### src/hw/rtl/fbud_pkg.sv
// ----------------------------------------------------------------------------
// fbud_pkg
// shared types, character codes and helpers of the form body decoder
// ----------------------------------------------------------------------------
package fbud_pkg;

   // result kinds as seen on the result port
   typedef enum logic [2:0] {
      KIND_NAME      = 3'd0,
      KIND_VALUE     = 3'd1,
      KIND_PAIR_END  = 3'd2,
      KIND_NO_EQUALS = 3'd3,
      KIND_BODY_END  = 3'd4
   } kind_type;

   // percent escape tracking
   typedef enum logic [1:0] {
      ESC_IDLE    = 2'd0,
      ESC_PERCENT = 2'd1,
      ESC_DIGIT   = 2'd2
   } esc_type;

   localparam logic [7:0] CHAR_PERCENT = 8'h25;
   localparam logic [7:0] CHAR_EQUALS  = 8'h3D;
   localparam logic [7:0] CHAR_AMP     = 8'h26;
   localparam logic [7:0] CHAR_PLUS    = 8'h2B;
   localparam logic [7:0] CHAR_SPACE   = 8'h20;
   localparam logic [7:0] CHAR_NUL     = 8'h00;

   // queue between front and back
   localparam int QUEUE_DEPTH = 4;
   localparam int QUEUE_AW    = 2;

   typedef struct packed {
      logic [7:0] data;
      kind_type   kind;
      logic       last;
   } result_type;

   // one queue entry: the results of one input transaction
   typedef struct packed {
      result_type r0;
      result_type r1;
      logic       two;
   } entry_type;

   // {valid, nibble}
   function automatic logic [4:0] hex_decode(input logic [7:0] ch);
      logic [4:0] res;
      res = 5'd0;
      if (ch >= 8'h30 && ch <= 8'h39) begin
         res = {1'b1, 4'(ch - 8'h30)};
      end else if (ch >= 8'h61 && ch <= 8'h66) begin
         res = {1'b1, 4'(ch - 8'h57)};
      end else if (ch >= 8'h41 && ch <= 8'h46) begin
         res = {1'b1, 4'(ch - 8'h37)};
      end
      return res;
   endfunction

endpackage

### src/hw/rtl/form_body_url_decoder_core.sv
// ----------------------------------------------------------------------------
// form_body_url_decoder_core
// Streaming decoder for a form-urlencoded body. One raw body byte is taken
// per cycle while req_ready is high; it is percent-decoded (hex digits of
// either case, a bad digit gives a literal percent sign) and split into
// name bytes, value bytes ('+' becomes a space in values), pair ends on '&'
// in a value, and one closing marker with rsp_out_last set: pair end,
// missing-equals error or body end. A raw or decoded zero ends the body
// early; later bytes are dropped up to the one flagged last. Each
// transaction yields zero, one or two results. The front decoder is
// combinational, so req_ready stays high at one transaction per cycle as
// long as the four-entry queue has room; the result port drains one result
// per cycle while rsp_ready is high, so a run of transactions that each
// give two results fills the queue and then stalls req_ready, as the single
// output register holds one result at a time. A first result passes through
// the queue and then the output register; a second result follows it.
// ----------------------------------------------------------------------------
module form_body_url_decoder_core (
   input  logic       clock,
   input  logic       reset,
   input  logic       req_valid,
   output logic       req_ready,
   input  logic [7:0] req_in_byte,
   input  logic       req_in_last,
   output logic       rsp_valid,
   input  logic       rsp_ready,
   output logic [7:0] rsp_out_byte,
   output logic [2:0] rsp_out_kind,
   output logic       rsp_out_last
);

   // front to queue
   logic                 accept;
   logic                 q_push;
   fbud_pkg::entry_type  q_push_entry;
   logic                 q_full;

   // queue to back
   logic                 q_pop;
   logic                 q_head_valid;
   fbud_pkg::entry_type  q_head_entry;

   fbud_pkg::result_type rsp_result;

   // input side only waits on a full queue
   assign req_ready = !q_full;
   assign accept    = req_valid && req_ready;

   fbud_front u_front (
      .clock      (clock),
      .reset      (reset),
      .accept     (accept),
      .in_byte    (req_in_byte),
      .in_last    (req_in_last),
      .push       (q_push),
      .push_entry (q_push_entry)
   );

   // holds the result groups of up to four transactions
   fbud_queue u_queue (
      .clock      (clock),
      .reset      (reset),
      .push       (q_push),
      .push_entry (q_push_entry),
      .pop        (q_pop),
      .full       (q_full),
      .head_valid (q_head_valid),
      .head_entry (q_head_entry)
   );

   // one result per cycle out of the registered output stage while rsp_ready is high
   fbud_back u_back (
      .clock      (clock),
      .reset      (reset),
      .head_valid (q_head_valid),
      .head_entry (q_head_entry),
      .pop        (q_pop),
      .out_ready  (rsp_ready),
      .out_valid  (rsp_valid),
      .out_result (rsp_result)
   );

   assign rsp_out_byte = rsp_result.data;
   assign rsp_out_kind = rsp_result.kind;
   assign rsp_out_last = rsp_result.last;

   // ---------------------------------------------------------------------
   // checks
   // ---------------------------------------------------------------------

   // the front never writes into a full queue
   assert property (@(posedge clock) disable iff (reset)
      q_push |-> !q_full)
      else $error("push into full queue");

   // the final result of a body is always one of the closing markers
   assert property (@(posedge clock) disable iff (reset)
      (rsp_valid && rsp_out_last) |->
         (rsp_out_kind == fbud_pkg::KIND_PAIR_END ||
          rsp_out_kind == fbud_pkg::KIND_NO_EQUALS ||
          rsp_out_kind == fbud_pkg::KIND_BODY_END))
      else $error("last result is not a closing marker");

   // marker results carry no character
   assert property (@(posedge clock) disable iff (reset)
      (rsp_valid && rsp_out_kind != fbud_pkg::KIND_NAME &&
       rsp_out_kind != fbud_pkg::KIND_VALUE) |-> (rsp_out_byte == fbud_pkg::CHAR_NUL))
      else $error("marker result with nonzero byte");

   // plus is always turned into a space in values
   assert property (@(posedge clock) disable iff (reset)
      (rsp_valid && rsp_out_kind == fbud_pkg::KIND_VALUE) |->
         (rsp_out_byte != fbud_pkg::CHAR_PLUS))
      else $error("unmapped plus in value");

endmodule

### src/hw/rtl/fbud_front.sv
// ----------------------------------------------------------------------------
// fbud_front
// percent decoding and name/value split, one raw byte per cycle while accept is high
// ----------------------------------------------------------------------------
module fbud_front (
   input  logic                 clock,
   input  logic                 reset,
   input  logic                 accept,
   input  logic [7:0]           in_byte,
   input  logic                 in_last,
   output logic                 push,
   output fbud_pkg::entry_type  push_entry
);

   fbud_pkg::esc_type esc_ff, esc_in;
   logic [7:0] held_ff, held_in;
   logic       value_ff, value_in;
   logic       started_ff, started_in;
   logic       stopped_ff, stopped_in;

   logic                 have;
   logic                 finish;
   logic [7:0]           ch;
   logic [4:0]           h1;
   logic [4:0]           h2;
   logic                 first_ok;
   fbud_pkg::result_type first;
   fbud_pkg::result_type marker;

   always_ff @(posedge clock) begin
      if (reset) begin
         esc_ff <= fbud_pkg::ESC_IDLE;
      end else if (accept) begin
         esc_ff <= esc_in;
      end
   end

   always_ff @(posedge clock) begin
      if (reset) begin
         value_ff   <= 1'b0;
         started_ff <= 1'b0;
         stopped_ff <= 1'b0;
      end else if (accept) begin
         value_ff   <= value_in;
         started_ff <= started_in;
         stopped_ff <= stopped_in;
      end
   end

   always_ff @(posedge clock) begin
      if (accept) begin
         held_ff <= held_in;
      end
   end

   always_comb begin
      esc_in     = esc_ff;
      held_in    = held_ff;
      value_in   = value_ff;
      started_in = started_ff;
      stopped_in = stopped_ff;
      have       = 1'b0;
      finish     = in_last;
      ch         = fbud_pkg::CHAR_NUL;
      h1         = fbud_pkg::hex_decode(held_ff);
      h2         = fbud_pkg::hex_decode(in_byte);
      first_ok   = 1'b0;
      first      = '{data: fbud_pkg::CHAR_NUL, kind: fbud_pkg::KIND_NAME, last: 1'b0};
      marker     = '{data: fbud_pkg::CHAR_NUL, kind: fbud_pkg::KIND_BODY_END, last: 1'b1};

      if (stopped_ff) begin
         // swallow the rest of an early-ended body
         finish = 1'b0;
         if (in_last) begin
            esc_in     = fbud_pkg::ESC_IDLE;
            value_in   = 1'b0;
            started_in = 1'b0;
            stopped_in = 1'b0;
         end
      end else begin
         unique case (esc_ff)
            fbud_pkg::ESC_IDLE: begin
               if (in_byte == fbud_pkg::CHAR_NUL) begin
                  finish = 1'b1;
               end else if (in_byte == fbud_pkg::CHAR_PERCENT) begin
                  if (in_last) begin
                     have = 1'b1;
                     ch   = fbud_pkg::CHAR_PERCENT;
                  end else begin
                     esc_in = fbud_pkg::ESC_PERCENT;
                  end
               end else begin
                  have = 1'b1;
                  ch   = in_byte;
               end
            end
            fbud_pkg::ESC_PERCENT: begin
               if (in_byte == fbud_pkg::CHAR_NUL || in_last) begin
                  have   = 1'b1;
                  ch     = fbud_pkg::CHAR_PERCENT;
                  finish = 1'b1;
                  esc_in = fbud_pkg::ESC_IDLE;
               end else begin
                  held_in = in_byte;
                  esc_in  = fbud_pkg::ESC_DIGIT;
               end
            end
            fbud_pkg::ESC_DIGIT: begin
               esc_in = fbud_pkg::ESC_IDLE;
               if (in_byte == fbud_pkg::CHAR_NUL) begin
                  have   = 1'b1;
                  ch     = fbud_pkg::CHAR_PERCENT;
                  finish = 1'b1;
               end else if (h1[4] && h2[4]) begin
                  ch = {h1[3:0], h2[3:0]};
                  if (ch == fbud_pkg::CHAR_NUL) begin
                     finish = 1'b1;
                  end else begin
                     have = 1'b1;
                  end
               end else begin
                  have = 1'b1;
                  ch   = fbud_pkg::CHAR_PERCENT;
               end
            end
            default: begin
               esc_in = fbud_pkg::ESC_IDLE;
            end
         endcase

         if (have) begin
            if (!value_ff) begin
               if (ch == fbud_pkg::CHAR_EQUALS) begin
                  value_in   = 1'b1;
                  started_in = 1'b0;
               end else begin
                  first_ok   = 1'b1;
                  first.data = ch;
                  first.kind = fbud_pkg::KIND_NAME;
                  started_in = 1'b1;
               end
            end else if (ch == fbud_pkg::CHAR_AMP) begin
               first_ok   = 1'b1;
               first.kind = fbud_pkg::KIND_PAIR_END;
               value_in   = 1'b0;
               started_in = 1'b0;
            end else begin
               first_ok   = 1'b1;
               first.data = (ch == fbud_pkg::CHAR_PLUS) ? fbud_pkg::CHAR_SPACE : ch;
               first.kind = fbud_pkg::KIND_VALUE;
            end
         end

         if (finish) begin
            // end marker follows the parser phase after this byte
            if (value_in) begin
               marker.kind = fbud_pkg::KIND_PAIR_END;
            end else if (started_in) begin
               marker.kind = fbud_pkg::KIND_NO_EQUALS;
            end else begin
               marker.kind = fbud_pkg::KIND_BODY_END;
            end
            esc_in     = fbud_pkg::ESC_IDLE;
            value_in   = 1'b0;
            started_in = 1'b0;
            stopped_in = !in_last;
         end
      end

      push = accept && (first_ok || finish);
      if (first_ok) begin
         push_entry = '{r0: first, r1: marker, two: finish};
      end else begin
         push_entry = '{r0: marker, r1: marker, two: 1'b0};
      end
   end

endmodule

### src/hw/rtl/fbud_queue.sv
// ----------------------------------------------------------------------------
// fbud_queue
// short fifo of result groups between front and back
// ----------------------------------------------------------------------------
module fbud_queue (
   input  logic                 clock,
   input  logic                 reset,
   input  logic                 push,
   input  fbud_pkg::entry_type  push_entry,
   input  logic                 pop,
   output logic                 full,
   output logic                 head_valid,
   output fbud_pkg::entry_type  head_entry
);

   fbud_pkg::entry_type            store_ff [fbud_pkg::QUEUE_DEPTH];
   logic [fbud_pkg::QUEUE_AW-1:0]  wr_ptr_ff, wr_ptr_in;
   logic [fbud_pkg::QUEUE_AW-1:0]  rd_ptr_ff, rd_ptr_in;
   logic [fbud_pkg::QUEUE_AW:0]    count_ff, count_in;

   always_ff @(posedge clock) begin
      if (push) begin
         store_ff[wr_ptr_ff] <= push_entry;
      end
   end

   always_ff @(posedge clock) begin
      if (reset) begin
         wr_ptr_ff <= '0;
         rd_ptr_ff <= '0;
         count_ff  <= '0;
      end else begin
         wr_ptr_ff <= wr_ptr_in;
         rd_ptr_ff <= rd_ptr_in;
         count_ff  <= count_in;
      end
   end

   always_comb begin
      wr_ptr_in = push ? wr_ptr_ff + 1'b1 : wr_ptr_ff;
      rd_ptr_in = pop  ? rd_ptr_ff + 1'b1 : rd_ptr_ff;
      count_in  = count_ff;
      if (push && !pop) begin
         count_in = count_ff + 1'b1;
      end else if (pop && !push) begin
         count_in = count_ff - 1'b1;
      end
   end

   assign full       = (count_ff == (fbud_pkg::QUEUE_AW+1)'(fbud_pkg::QUEUE_DEPTH));
   assign head_valid = (count_ff != '0);
   assign head_entry = store_ff[rd_ptr_ff];

endmodule

### src/hw/rtl/fbud_back.sv
// ----------------------------------------------------------------------------
// fbud_back
// splits result groups into single results behind an output register
// ----------------------------------------------------------------------------
module fbud_back (
   input  logic                  clock,
   input  logic                  reset,
   input  logic                  head_valid,
   input  fbud_pkg::entry_type   head_entry,
   output logic                  pop,
   input  logic                  out_ready,
   output logic                  out_valid,
   output fbud_pkg::result_type  out_result
);

   logic                 valid_ff, valid_in;
   logic                 half_ff, half_in;
   fbud_pkg::result_type res_ff;
   fbud_pkg::result_type sel;
   logic                 load;

   always_ff @(posedge clock) begin
      if (reset) begin
         valid_ff <= 1'b0;
         half_ff  <= 1'b0;
      end else begin
         valid_ff <= valid_in;
         half_ff  <= half_in;
      end
   end

   always_ff @(posedge clock) begin
      if (load) begin
         res_ff <= sel;
      end
   end

   always_comb begin
      sel      = half_ff ? head_entry.r1 : head_entry.r0;
      load     = head_valid && (!valid_ff || out_ready);
      valid_in = valid_ff;
      half_in  = half_ff;
      pop      = 1'b0;
      if (load) begin
         valid_in = 1'b1;
         if (half_ff || !head_entry.two) begin
            pop     = 1'b1;
            half_in = 1'b0;
         end else begin
            half_in = 1'b1;
         end
      end else if (out_ready) begin
         valid_in = 1'b0;
      end
   end

   assign out_valid  = valid_ff;
   assign out_result = res_ff;

endmodule
### config.mk
export PLATFORM = sky130hd
export DESIGN_NAME = form_body_url_decoder_core
export DESIGN_NICKNAME = d
export VERILOG_FILES = /design/src/hw/rtl/fbud_pkg.sv /design/src/hw/rtl/form_body_url_decoder_core.sv /design/src/hw/rtl/fbud_front.sv /design/src/hw/rtl/fbud_queue.sv /design/src/hw/rtl/fbud_back.sv
export SDC_FILE = /design/constraint.sdc
export NUM_CORES = 1
export LEC_CHECK = 0
export ABC_CLOCK_PERIOD_IN_PS = 5800
export BUFFER_PORTS_ARGS = -buffer_cell sky130_fd_sc_hd__buf_2
export CAP_MARGIN = 20
export CORE_MARGIN = 2
export CORE_UTILIZATION = 45
export CTS_CLUSTER_DIAMETER = 40
export DETAILED_ROUTE_END_ITERATION = 8
export RECOVER_POWER = 25
export SLEW_MARGIN = 10
export SYNTH_ARGS = -nofsm -noshare
export SYNTH_HDL_FRONTEND = slang
export SYNTH_SLANG_ARGS = --single-unit
### constraint.sdc
create_clock -name clock -period 5.8 [get_ports clock]
set_input_delay 1.16 -clock clock [delete_from_list [all_inputs] [get_ports clock]]
set_output_delay 1.16 -clock clock [all_outputs]
set_load 0.1 [all_outputs]
# --- After elaboration in Yosys (flattened, before gate mapping) ---
# Memories as Yosys holds them, arrays and structs flattened. A register that Yosys moved wholly into a read port is not among the register bits.
# Index checks and enable logic that the tools add are counted.
word_totals:
  reg_bits: 34
  ram_bits: 100
  wordCells: 164
  romBits: 0
  n_memories: 1
  in_bits: 13
  latch_bits: 0
  output_inout_bits: 14
op_classes:
  bitwise_logic: 2
  order_cmp: 12
  mul: 0
  add_sub_neg: 10
  mux: 84
  eq_ne: 11
  n_shift: 0
  n_reduce_logical: 31
  div_mod_pow: 0
memory_table:
  columns: ["name", "depth", "width", "rd", "rd_clocked_by_memory_dff", "wr", "line_no", "source"]
  rows:
  - ["u_queue.store_ff", 4, 25, 1, 1, 1, "fbud_queue.sv:16", "fbud_pkg::entry_type store_ff [fbud_pkg::QUEUE_DEPTH];"]
op_table:
  columns: ["operator", "count"]
  rows:
  - ["2-to-1 mux 8 bit", 7]
  - ["2-to-1 mux 11 bit", 4]
  - ["2-to-1 mux 1 bit", 43]
  - ["== test 8 x 6 -> 1 bit, second input constant", 4]
  - [">= comparator 8 x 7 -> 1 bit, second input constant", 4]
  - ["less-or-equal comparator 8 x 7 -> 1 bit, second input constant", 4]
  - ["2-to-1 mux 5 bit", 6]
  - ["2-to-1 mux 25 bit", 1]
  - ["case mux 8 bit (3 select lines)", 1]
  - ["2-to-1 mux 2 bit", 10]
  - ["2-to-1 mux 3 bit", 6]
  - [">= comparator 8 x 6 -> 1 bit, second input constant", 2]
  - ["less-or-equal comparator 8 x 6 -> 1 bit, second input constant", 2]
  - ["logical NOT 8 bit", 2]
  - ["subtractor 4 x 3 -> 4 bit, second input constant", 4]
  - ["logical AND 1 bit", 12]
  - ["2-to-1 mux 12 bit", 1]
  - ["2-to-1 mux 6 bit", 2]
  - ["subtractor 4 x 1 -> 4 bit, second input constant", 2]
  - ["logical NOT 1 bit", 6]
  - ["case mux 1 bit (3 select lines)", 2]
  - ["AND reduction 5 bit", 1]
  - ["adder 2 x 1 -> 2 bit, second input constant", 2]
  - ["logical OR 1 bit", 4]
  - ["16 further kinds", 18]

# --- Longest topological paths before layout ---
# Gate-level depths: netlist of the first run.
depth:
  ltp_word: 21
  mapped_depth: 15
  mapped_depth_nobuf: 15

# --- Hierarchy ---
# A second synthesis of the first run with hierarchy kept.
hier_totals:
  cells_unflattened: 400
  hier_area_um2: 6238.5
by_module_without_submodules:
  columns: ["module", "n_inst", "cells_each", "area_per_inst_um2"]
  rows:
  - ["fbud_queue", 1, 175, 4081.4]
  - ["fbud_front", 1, 186, 1546.5]
  - ["fbud_back", 1, 37, 600.6]
  - ["form_body_url_decoder_core", 1, 2, 10.0]

# --- Worst setup path before layout of the first run ---
# OpenSTA, ideal clock, no wires.
synth_timing:
  kind: "input-to-reg"
  from: "input req_in_byte[3]"
  to: "register u_queue.count_ff[2] (netlist bit)"
  arrival_time_ns: 4.288
  stages: 13
  slack_ns: 1.441
  cell_sequence: "or4b_4 > a31oi_4 > a21oi_2 > or3_4 > o221a_1 > and4_4 > o21ai_2 > ha_1 > inv_1 > fa_1 > xor2_1 > or3_1 > a21oi_1"
synth_via:
  elab_chain_len: 20
  word_cells_on_any_way: 55
  classes_between: "add/sub: 3; order compare: 6; eq/ne: 2; mux: 31; reduce/logical: 13"
synth_lines:
  columns: ["item", "line_no", "source"]
  rows:
  - ["from (decl)", "form_body_url_decoder_core.sv:23", "input logic [7:0] req_in_byte,"]
  - [">= comparator 8 x 7 -> 1 bit / less-or-equal comparator 8 x 7 -> 1 bit (equally long branches)", "fbud_pkg.sv:55", "end else if (ch >= 8'h41 && ch <= 8'h46) begin"]
  - ["logical AND 1 bit", "fbud_pkg.sv:55", null]
  - ["2-to-1 mux 5 bit", "fbud_pkg.sv:55", null]
  - ["2-to-1 mux 5 bit", "fbud_pkg.sv:53", "end else if (ch >= 8'h61 && ch <= 8'h66) begin"]
  - ["2-to-1 mux 5 bit", "fbud_pkg.sv:51", "if (ch >= 8'h30 && ch <= 8'h39) begin"]
  - ["logical AND 1 bit", "fbud_front.sv:114", "end else if (h1[4] && h2[4]) begin"]
  - ["2-to-1 mux 8 bit", "fbud_front.sv:114", null]
  - ["2-to-1 mux 8 bit", "fbud_front.sv:110", "if (in_byte == fbud_pkg::CHAR_NUL) begin"]
  - ["[... 5 more ...]", null, null]
  - ["2-to-1 mux 1 bit", "fbud_front.sv:131", "if (have) begin"]
  - ["2-to-1 mux 1 bit", "fbud_front.sv:71", "if (stopped_ff) begin"]
  - ["logical OR 1 bit (*)", "fbud_front.sv:170", "push = accept && (first_ok || finish);"]
  - ["logical AND 1 bit (*)", "fbud_front.sv:170", null]
  - ["net q_push", "form_body_url_decoder_core.sv:34", "logic q_push;"]
  - ["logical NOT 1 bit", "fbud_queue.sv:45", "end else if (pop && !push) begin"]
  - ["logical AND 1 bit", "fbud_queue.sv:45", null]
  - ["nonzero test 2 bit (no source line)", null, null]
  - ["to (signal assigned)", "fbud_queue.sv:35", "count_ff <= count_in;"]
  - ["to (decl)", "fbud_queue.sv:19", "logic [fbud_pkg::QUEUE_AW:0] count_ff, count_in;"]
# Mark *: on every way through the listed nets, which the timed path passes. The rest lies on a longest branch. The select of a mux whose other input is x is not followed.
# A chain may end at the register's enable or synchronous reset.

# --- Final worst setup path of the first run ---
layout_timing:
  from: "input req_in_byte[0]"
  to: "register u_queue.count_ff[2] (netlist bit)"
# Same word-level chain as after synthesis.

==> impl_metrics.yaml, run 1 <==
grt:
  grt_max_degree: 18
  grt_pass1_wl_um: 15500
  grt_pass1_vias: 3073
  grt_usage: 0.174
  antenna_found_initial: 0
  overflow: 0
timing:
  fin_crit_ns: 4.67
  holdWs_ns: 0.486
  hold_viol: 0
  rsz0062_at_grt: "no"
  slew_viol_final: 0
  finClkSkew_ns: 0.0133
  setup_tns_ns: 0
  setup_viol: 0
  finalCritPeriodShare: 0.805
  tightest_slew_ns: 1.17
  relSlewSlack: 0.224
  max_freq_mhz: 214
cts:
  post_cts_buffers: 0
  cts_max_level: 3
  postCtsHoldBufs: 0
  clkTransAtPathRegs_ns: 0.09
  cts_buffer_depth: 2
  worstSkewPairLatency_ns: 0.36
  root_buffer: "clkbuf_8"
  cts_tree: "yes"
  cts-buffers-inserted: 9
  cts-resized-gates: 0
  cts_sinks: 100
detailed_routing:
  ant_nets: 0
  firstDrtPassIters: 4
  wl_per_cell_um: 16.9
  avgViaCountPerCell: 5.64
  wl_um: 9430
  drt_iter0_drc: 172
  vias: 3142
  drc: 0
floorplan:
  die_width_um: 108
  design.die.area_um2: 11700
  ios: 27
  coreArea_um2: 10700
  die_y_um: 108
  std_cell_rows: 38
  start_util: 0.456
final_layout:
  drive_gt1_frac: 0.122
  diodes: 0
  fill_cells: 991
  area_delta_synth_final_pct: 8.43
  nets: 440
  postLayoutCoreUtil: 0.495
pwr:
  clkPwrFrac: 0.175
  p_sw_frac: 0.404
  leakage_nw: 1.84
  power_frac_seq: 0.451
  p_sw_mw: 0.905
  power.internal_mw: 1.33
  ir_drop_mv: 0.296
  combPwrFrac: 0.374
  power_per_cell_area_nw_per_um2: 423
yosys:
  seq_area_frac_synth: 0.582
  ys_types: 66
  yosysWarnings: 0
  netlist_area_um2: 4880
  synth-edff-count: 84
  syn_inst: 386
  syn_area_per_cell_um2: 12.6
  ys_ff_latch: 100
  synthFlopType: "edfxtp_1"
  syn-num-nets: 414
  synthArstFlopShare: 0
worst_hold_path:
  holdCritPathClass: "flop to flop"
critical_path:
  critPathMaxStageDelay_ns: 0.43
  crit_chain: "clkbuf_1 > inv_1 > ha_1 > o21bai_1 > a21oi_1 > a31o_2 > a221oi_1 > a311o_1 > nand2_1 > o21ai_2 > ha_1 > inv_1 > fa_1 > xor2_1 > or3_1 > a21oi_1"
  worstSetupPathType: "primary input to flop"
  crit_arrival_ns: 4.96
  cp-end-kind: "flop"
  critPathLaunchType: "primary input"
  crit_path_max_fanout: 11
  slowest_stage: "fa_1"
  r2r_setup_slack_ns: 1.54
  crit_required_ns: 6.09
flow_run:
  max_cap_violations: 0
placement:
  gp_congestion: 0.905
  dp_hpwl_um: 6620
  io_buffers: 26
run_status:
  status: "complete, no violations"
## cell usage after synthesis (all sizes together) (2+ instances only)
library cell	number	share of area
a21o	5	0.0077
o21bai	2	0.0031
o21ai	8	0.0090
inv	23	0.018
a311oi	2	0.0036
dfxtp	16	0.066
edfxtp	84	0.52
nand2	32	0.025
nor3	6	0.0062
buf	3	0.0033
or4	2	0.0038
o22ai	2	0.0026
or2	3	0.0038
xor2	3	0.0054
xnor2	2	0.0036
a211oi	2	0.0031
nor4	6	0.0077
nand4	3	0.0038
o32ai	2	0.0036
o2111ai	3	0.0054
o211ai	3	0.0046
nor3b	3	0.0046
a31oi	7	0.012
a21oi	22	0.023
nand3	8	0.0082
mux2i	4	0.0082
clkbuf	11	0.0085
mux4	16	0.074
o311ai	2	0.0036
ha	14	0.036
and2	17	0.022
a221oi	2	0.0036
nand4bb	2	0.0046
nand2b	6	0.0077
or3	5	0.0074
and3	3	0.0038
nor2	30	0.023
## kinds of logic after synthesis
family,share of synthesized area
buffers and inverters,0.0295
and+or+nand+nor,0.140
adders and majority gates,0.0400
AOI/OAI and AO/OA,0.115
xor gates and xnor gates,0.00897
DFF,0.582
muxes,0.0843
## worst max-delay path, delay by kind of cell
family | cells | cell delay, ns
xor+xnor | 1 | 0.17
buf+inv | 3 | 0.58
simple gates | 2 | 0.39
compound gates | 7 | 1.71
fa+ha+maj | 3 | 0.94
## sequential cells by signal, summed over array words and instances, names as in the netlist, named ones only
signal              count
u_back.half_ff          1
u_front.held_ff         8
u_queue.count_ff        3
u_front.started_ff      1
u_back.out_valid        1
u_queue.rd_ptr_ff       2
u_front.stopped_ff      1
u_front.value_ff        1
u_back.out_result      12
u_queue.wr_ptr_ff       2
u_queue.store_ff       64
u_front.esc_ff          2
## per-layer routing
metal  track usage  part of all wire  vias to the layer above  wire length [µm]
met5             0                 0                        -                 0
met4        0.0586             0.012                        0               112
met3        0.0313             0.032                        9               306
met2         0.292              0.50                       56              4670
li1              -                 -                     1527                 -
met1         0.229              0.46                     1550              4330
## power groups by stage
stage	logic (mW)	registers [mW]	clock network, mW
2_1_floorplan	0.374	1.35	0
3_3_place_gp	0.848	1.02	0
3_5_place_dp	0.858	1.03	0
4_1_cts	0.860	1.01	0.404
5_1_grt	0.901	1.03	0.436
6_report	0.837	1.01	0.393
## placed cells by master (no fill, tap or decap), drive strengths merged, types with 3 or more instances in the layout
| master | instances |
|---|---|
| a21o | 5 |
| a21oi | 22 |
| a31oi | 7 |
| and2 | 17 |
| and3 | 3 |
| buf | 9 |
| clkbuf | 31 |
| dfxtp | 16 |
| edfxtp | 84 |
| ha | 14 |
| inv | 25 |
| mux2i | 4 |
| mux4 | 16 |
| nand2 | 32 |
| nand2b | 6 |
| nand3 | 8 |
| nand4 | 3 |
| nor2 | 30 |
| nor3 | 6 |
| nor3b | 3 |
| nor4 | 6 |
| o2111ai | 3 |
| o211ai | 3 |
| o21ai | 8 |
| or2 | 3 |
| or3 | 5 |
| xor2 | 3 |
## layout make-up
type | count | area (µm²) | area share
sequential | 100 | 2840 | 0.537
multi-input combinational | 249 | 1900 | 0.358
tap | 140 | 175 | 0.0331
clock buffer | 11 | 131 | 0.0248
timing repair buffer | 29 | 128 | 0.0241
inverter | 23 | 86.3 | 0.0163
clock inverter | 5 | 35.0 | 0.00662
## metrics by stage
stage                     area [µm²]  power (mW)  cells  setup WS [ns]
final                           5290        2.24    557           1.13
after detailed placement        5150        1.89    541          0.990
after CTS                       5320        2.28    557           1.34
after global placement          5150        1.87    541           1.10
after floorplan                 4880        1.73    386           1.44
after global routing            5290        2.36    557          0.767
## worst paths after layout
path	startpoint	endpoint	cells past startpoint
hold reg to reg	u_back.out_valid$_SDFFE_PP0P_	u_back.out_valid$_SDFFE_PP0P_	2
hold / removal	u_back.out_valid$_SDFFE_PP0P_	u_back.out_valid$_SDFFE_PP0P_	2
setup / recovery	req_in_byte[0]	u_queue.count_ff[2]$_SDFFE_PP0P_	16
setup reg to reg	u_front.held_ff[0]$_DFFE_PP_	u_queue.store_ff[0][18]$_DFFE_PP_	10
Note: power is estimated with default switching activity, not from simulation.
==> run 2, diff against run 1 <==
--- a/config.mk
+++ b/config.mk
@@ -5,7 +5,8 @@
 export SDC_FILE = /design/constraint.sdc
 export NUM_CORES = 1
 export LEC_CHECK = 0
-export ABC_CLOCK_PERIOD_IN_PS = 5800
+export ABC_AREA = 1
+export ABC_CLOCK_PERIOD_IN_PS = 4400
 export BUFFER_PORTS_ARGS = -buffer_cell sky130_fd_sc_hd__buf_2
 export CAP_MARGIN = 20
 export CORE_MARGIN = 2
==> constraint.sdc (replaced) <==
create_clock -name clock -period 4.4 [get_ports clock]
set_input_delay 0.88 -clock clock [delete_from_list [all_inputs] [get_ports clock]]
set_output_delay 0.88 -clock clock [all_outputs]
set_load 0.1 [all_outputs]
==> run 2 against run 1 <==
Hold slack worse by 0.0060 ns. Clock skew shrank 0.0043 ns. Critical path depth rose by 7. Total power increased by 39%. Global-route usage increased by 1.5 points. Synthesized cell count grew 41%. Sequential power grew 35%. Final area grew 4.0%. Largest cell class unchanged.
==> impl_metrics.yaml, run 2 <==
run_status:
  status: "complete, no violations"
floorplan:
  coreArea_um2: 10900
  start_util: 0.465
  die_y_um: 110
  design.die.area_um2: 12100
  std_cell_rows: 38
  die_width_um: 110
  ios: 27
final_layout:
  area_delta_synth_final_pct: 8.78
  diodes: 0
  final_common_cell: "nor2_1"
  top_register: "u_queue.store_ff"
  mostFrequentLayoutCells: "nor2_1 (95), nand2_1 (90), edfxtp_1 (84)"
  largest_reg_flops: 64
  fill_cells: 1043
  drive_gt1_frac: 0.127
  nets: 606
critical_path:
  critPathLaunchType: "primary input"
  cp-end-kind: "flop"
  crit_required_ns: 4.66
  worstSetupPathType: "primary input to flop"
  timing.rr.end: "u_queue.count_ff[2]$_SDFFE_PP0P_"
  r2r_setup_slack_ns: 0.66
  r2r_start: "u_front.held_ff[0]$_DFFE_PP_"
  worstRegToRegCells: 22
  crit_arrival_ns: 4.19
  crit_path_max_fanout: 7
timing:
  tightest_slew_ns: 1.17
  finClkSkew_ns: 0.00897
  slew_viol_final: 0
  final.setup.worst_slack_ns: 0.469
  rsz0062_at_grt: "no"
  setup_tns_ns: 0
  hold_viol: 0
  setup_viol: 0
  finalCritPeriodShare: 0.893
  max_freq_mhz: 254
  relSlewSlack: 0.224
  fin_crit_ns: 3.93
cts:
  cts-resized-gates: 0
  cts_tree: "yes"
  root_buffer: "clkbuf_8"
  cts_max_level: 3
  cts_sinks: 100
  post_cts_buffers: 0
  postCtsHoldBufs: 0
  worstSkewPairLatency_ns: 0.37
  cts_buffer_depth: 2
  cts-buffers-inserted: 9
  clkTransAtPathRegs_ns: 0.09
yosys:
  synth_top_area_share: 0.499
  synth-edff-count: 84
  seq_area_frac_synth: 0.562
  yosysWarnings: 0
  yosys-top-cells-area: "edfxtp_1 (50%), nor2_1 (7.0%), nand2_1 (6.7%)"
  syn_inst: 546
  syn-num-nets: 574
  ys_types: 35
  synth_top_cell_by_area: "edfxtp_1"
  syn_area_per_cell_um2: 9.27
  ys_top_cells_by_count: "nor2_1 (95), nand2_1 (90), edfxtp_1 (84)"
  yosysMostFrequentCell: "nor2_1"
  ys_ff_latch: 100
  netlist_area_um2: 5060
  synthFlopType: "edfxtp_1"
  synthArstFlopShare: 0
grt:
  grt_max_degree: 21
  grt_usage: 0.189
  grt_pass1_vias: 3478
  antenna_found_initial: 0
  overflow: 0
  grt_pass1_wl_um: 17200
detailed_routing:
  vias: 3710
  avgViaCountPerCell: 5.14
  drt_iter0_drc: 250
  wl_um: 10700
  wl_per_cell_um: 14.8
  firstDrtPassIters: 4
  drc: 0
  ant_nets: 0
pwr:
  leakage_nw: 2.17
  ir_drop_mv: 0.420
  total_power_mw: 3.12
  power_per_cell_area_nw_per_um2: 567
placement:
  io_buffers: 26
  gp_congestion: 0.848
  dp_hpwl_um: 7430
  place_ws_ns: 0.289
worst_hold_path:
  holdCritPathClass: "flop to flop"
  holdPathEnd: "u_queue.rd_ptr_ff[1]$_SDFFE_PP0P_"
  hp-start: "u_queue.rd_ptr_ff[1]$_SDFFE_PP0P_"
  worstHoldPathCells: 2
flow_run:
  max_cap_violations: 0
## run 2: routing by layer
metal,up-vias,share of wire,GRT usage
li1,1888,-,-
met1,1744,0.48,0.259
met2,66,0.47,0.301
met3,12,0.034,0.0353
met4,0,0.013,0.0651
met5,-,0,0
## run 2: report_power, final
part	total (mW)	leakage, nW	switching [mW]	internal (mW)
Combinational	1.25	1.18	0.994	0.252
Sequential	1.36	0.913	0.0861	1.27
Clock	0.514	0.0792	0.313	0.201
Total	3.12	2.17	1.39	1.73
## run 2: final cells by class
type                            count  area [µm²]  share of cell area
Clock buffer                       10         128              0.0232
Clock inverter                      5        28.8             0.00523
Inverter                           64         240              0.0436
Multi-Input combinational cell    367        1920               0.349
Sequential cell                   100        2840               0.516
Tap cell                          140         175              0.0318
Timing Repair Buffer               36         169              0.0307
## run 2: critical path, stage by stage
cell and delay (ns):
clkbuf_1 0.25, inv_1 0.21, ha_1 0.25, o21ai_1 0.17, a21oi_1 0.12, nor2_1 0.16
nand2_1 0.07, nand2_1 0.08, nand3_1 0.06, nor2_1 0.15, nand3_2 0.09, o21ai_1 0.16
nand2_1 0.07, nand2_1 0.14, o21ai_4 0.11, inv_2 0.09, ha_1 0.14, inv_1 0.07
fa_1 0.43, a21oi_1 0.15, o21ai_0 0.11, o21ai_0 0.16, a21oi_1 0.05
## run 2: cells by family (layout without fill, tap and decap cells)
logic type      count (synthesis)  after routing  synth area share
compound gates                 86             86            0.0955
buf+inv                        79            115            0.0598
simple gates                  265            265             0.243
fa+ha+maj                      15             15            0.0386
xor+xnor                        1              1           0.00173
flops                         100            100             0.562
## run 2: worst max path at each step
| stage | from | cells past startpoint | endpoint |
|---|---|---|---|
| global route | req_in_byte[0] | 23 | u_queue.count_ff[2]$_SDFFE_PP0P_ |
| global placement | req_in_byte[0] | 24 | u_queue.count_ff[2]$_SDFFE_PP0P_ |
| detailed placement | req_in_byte[0] | 24 | u_queue.count_ff[2]$_SDFFE_PP0P_ |
| floorplan | req_in_byte[0] | 23 | u_queue.count_ff[2]$_SDFFE_PP0P_ |
| CTS | req_in_byte[0] | 26 | u_queue.count_ff[2]$_SDFFE_PP0P_ |
| finish | req_in_byte[0] | 23 | u_queue.count_ff[2]$_SDFFE_PP0P_ |
## run 2: through the flow
| stage | hold WS (ns) | cell area [µm²] | utilization | instances |
|---|---|---|---|---|
| after floorplan | 0.436 | 5060 | - | 546 |
| after global placement | 0.456 | 5380 | 0.494 | 707 |
| after detailed placement | 0.466 | 5380 | 0.494 | 707 |
| after CTS | 0.483 | 5540 | 0.509 | 722 |
| after global routing | 0.502 | 5500 | 0.506 | 722 |
| final | 0.480 | 5500 | 0.506 | 722 |
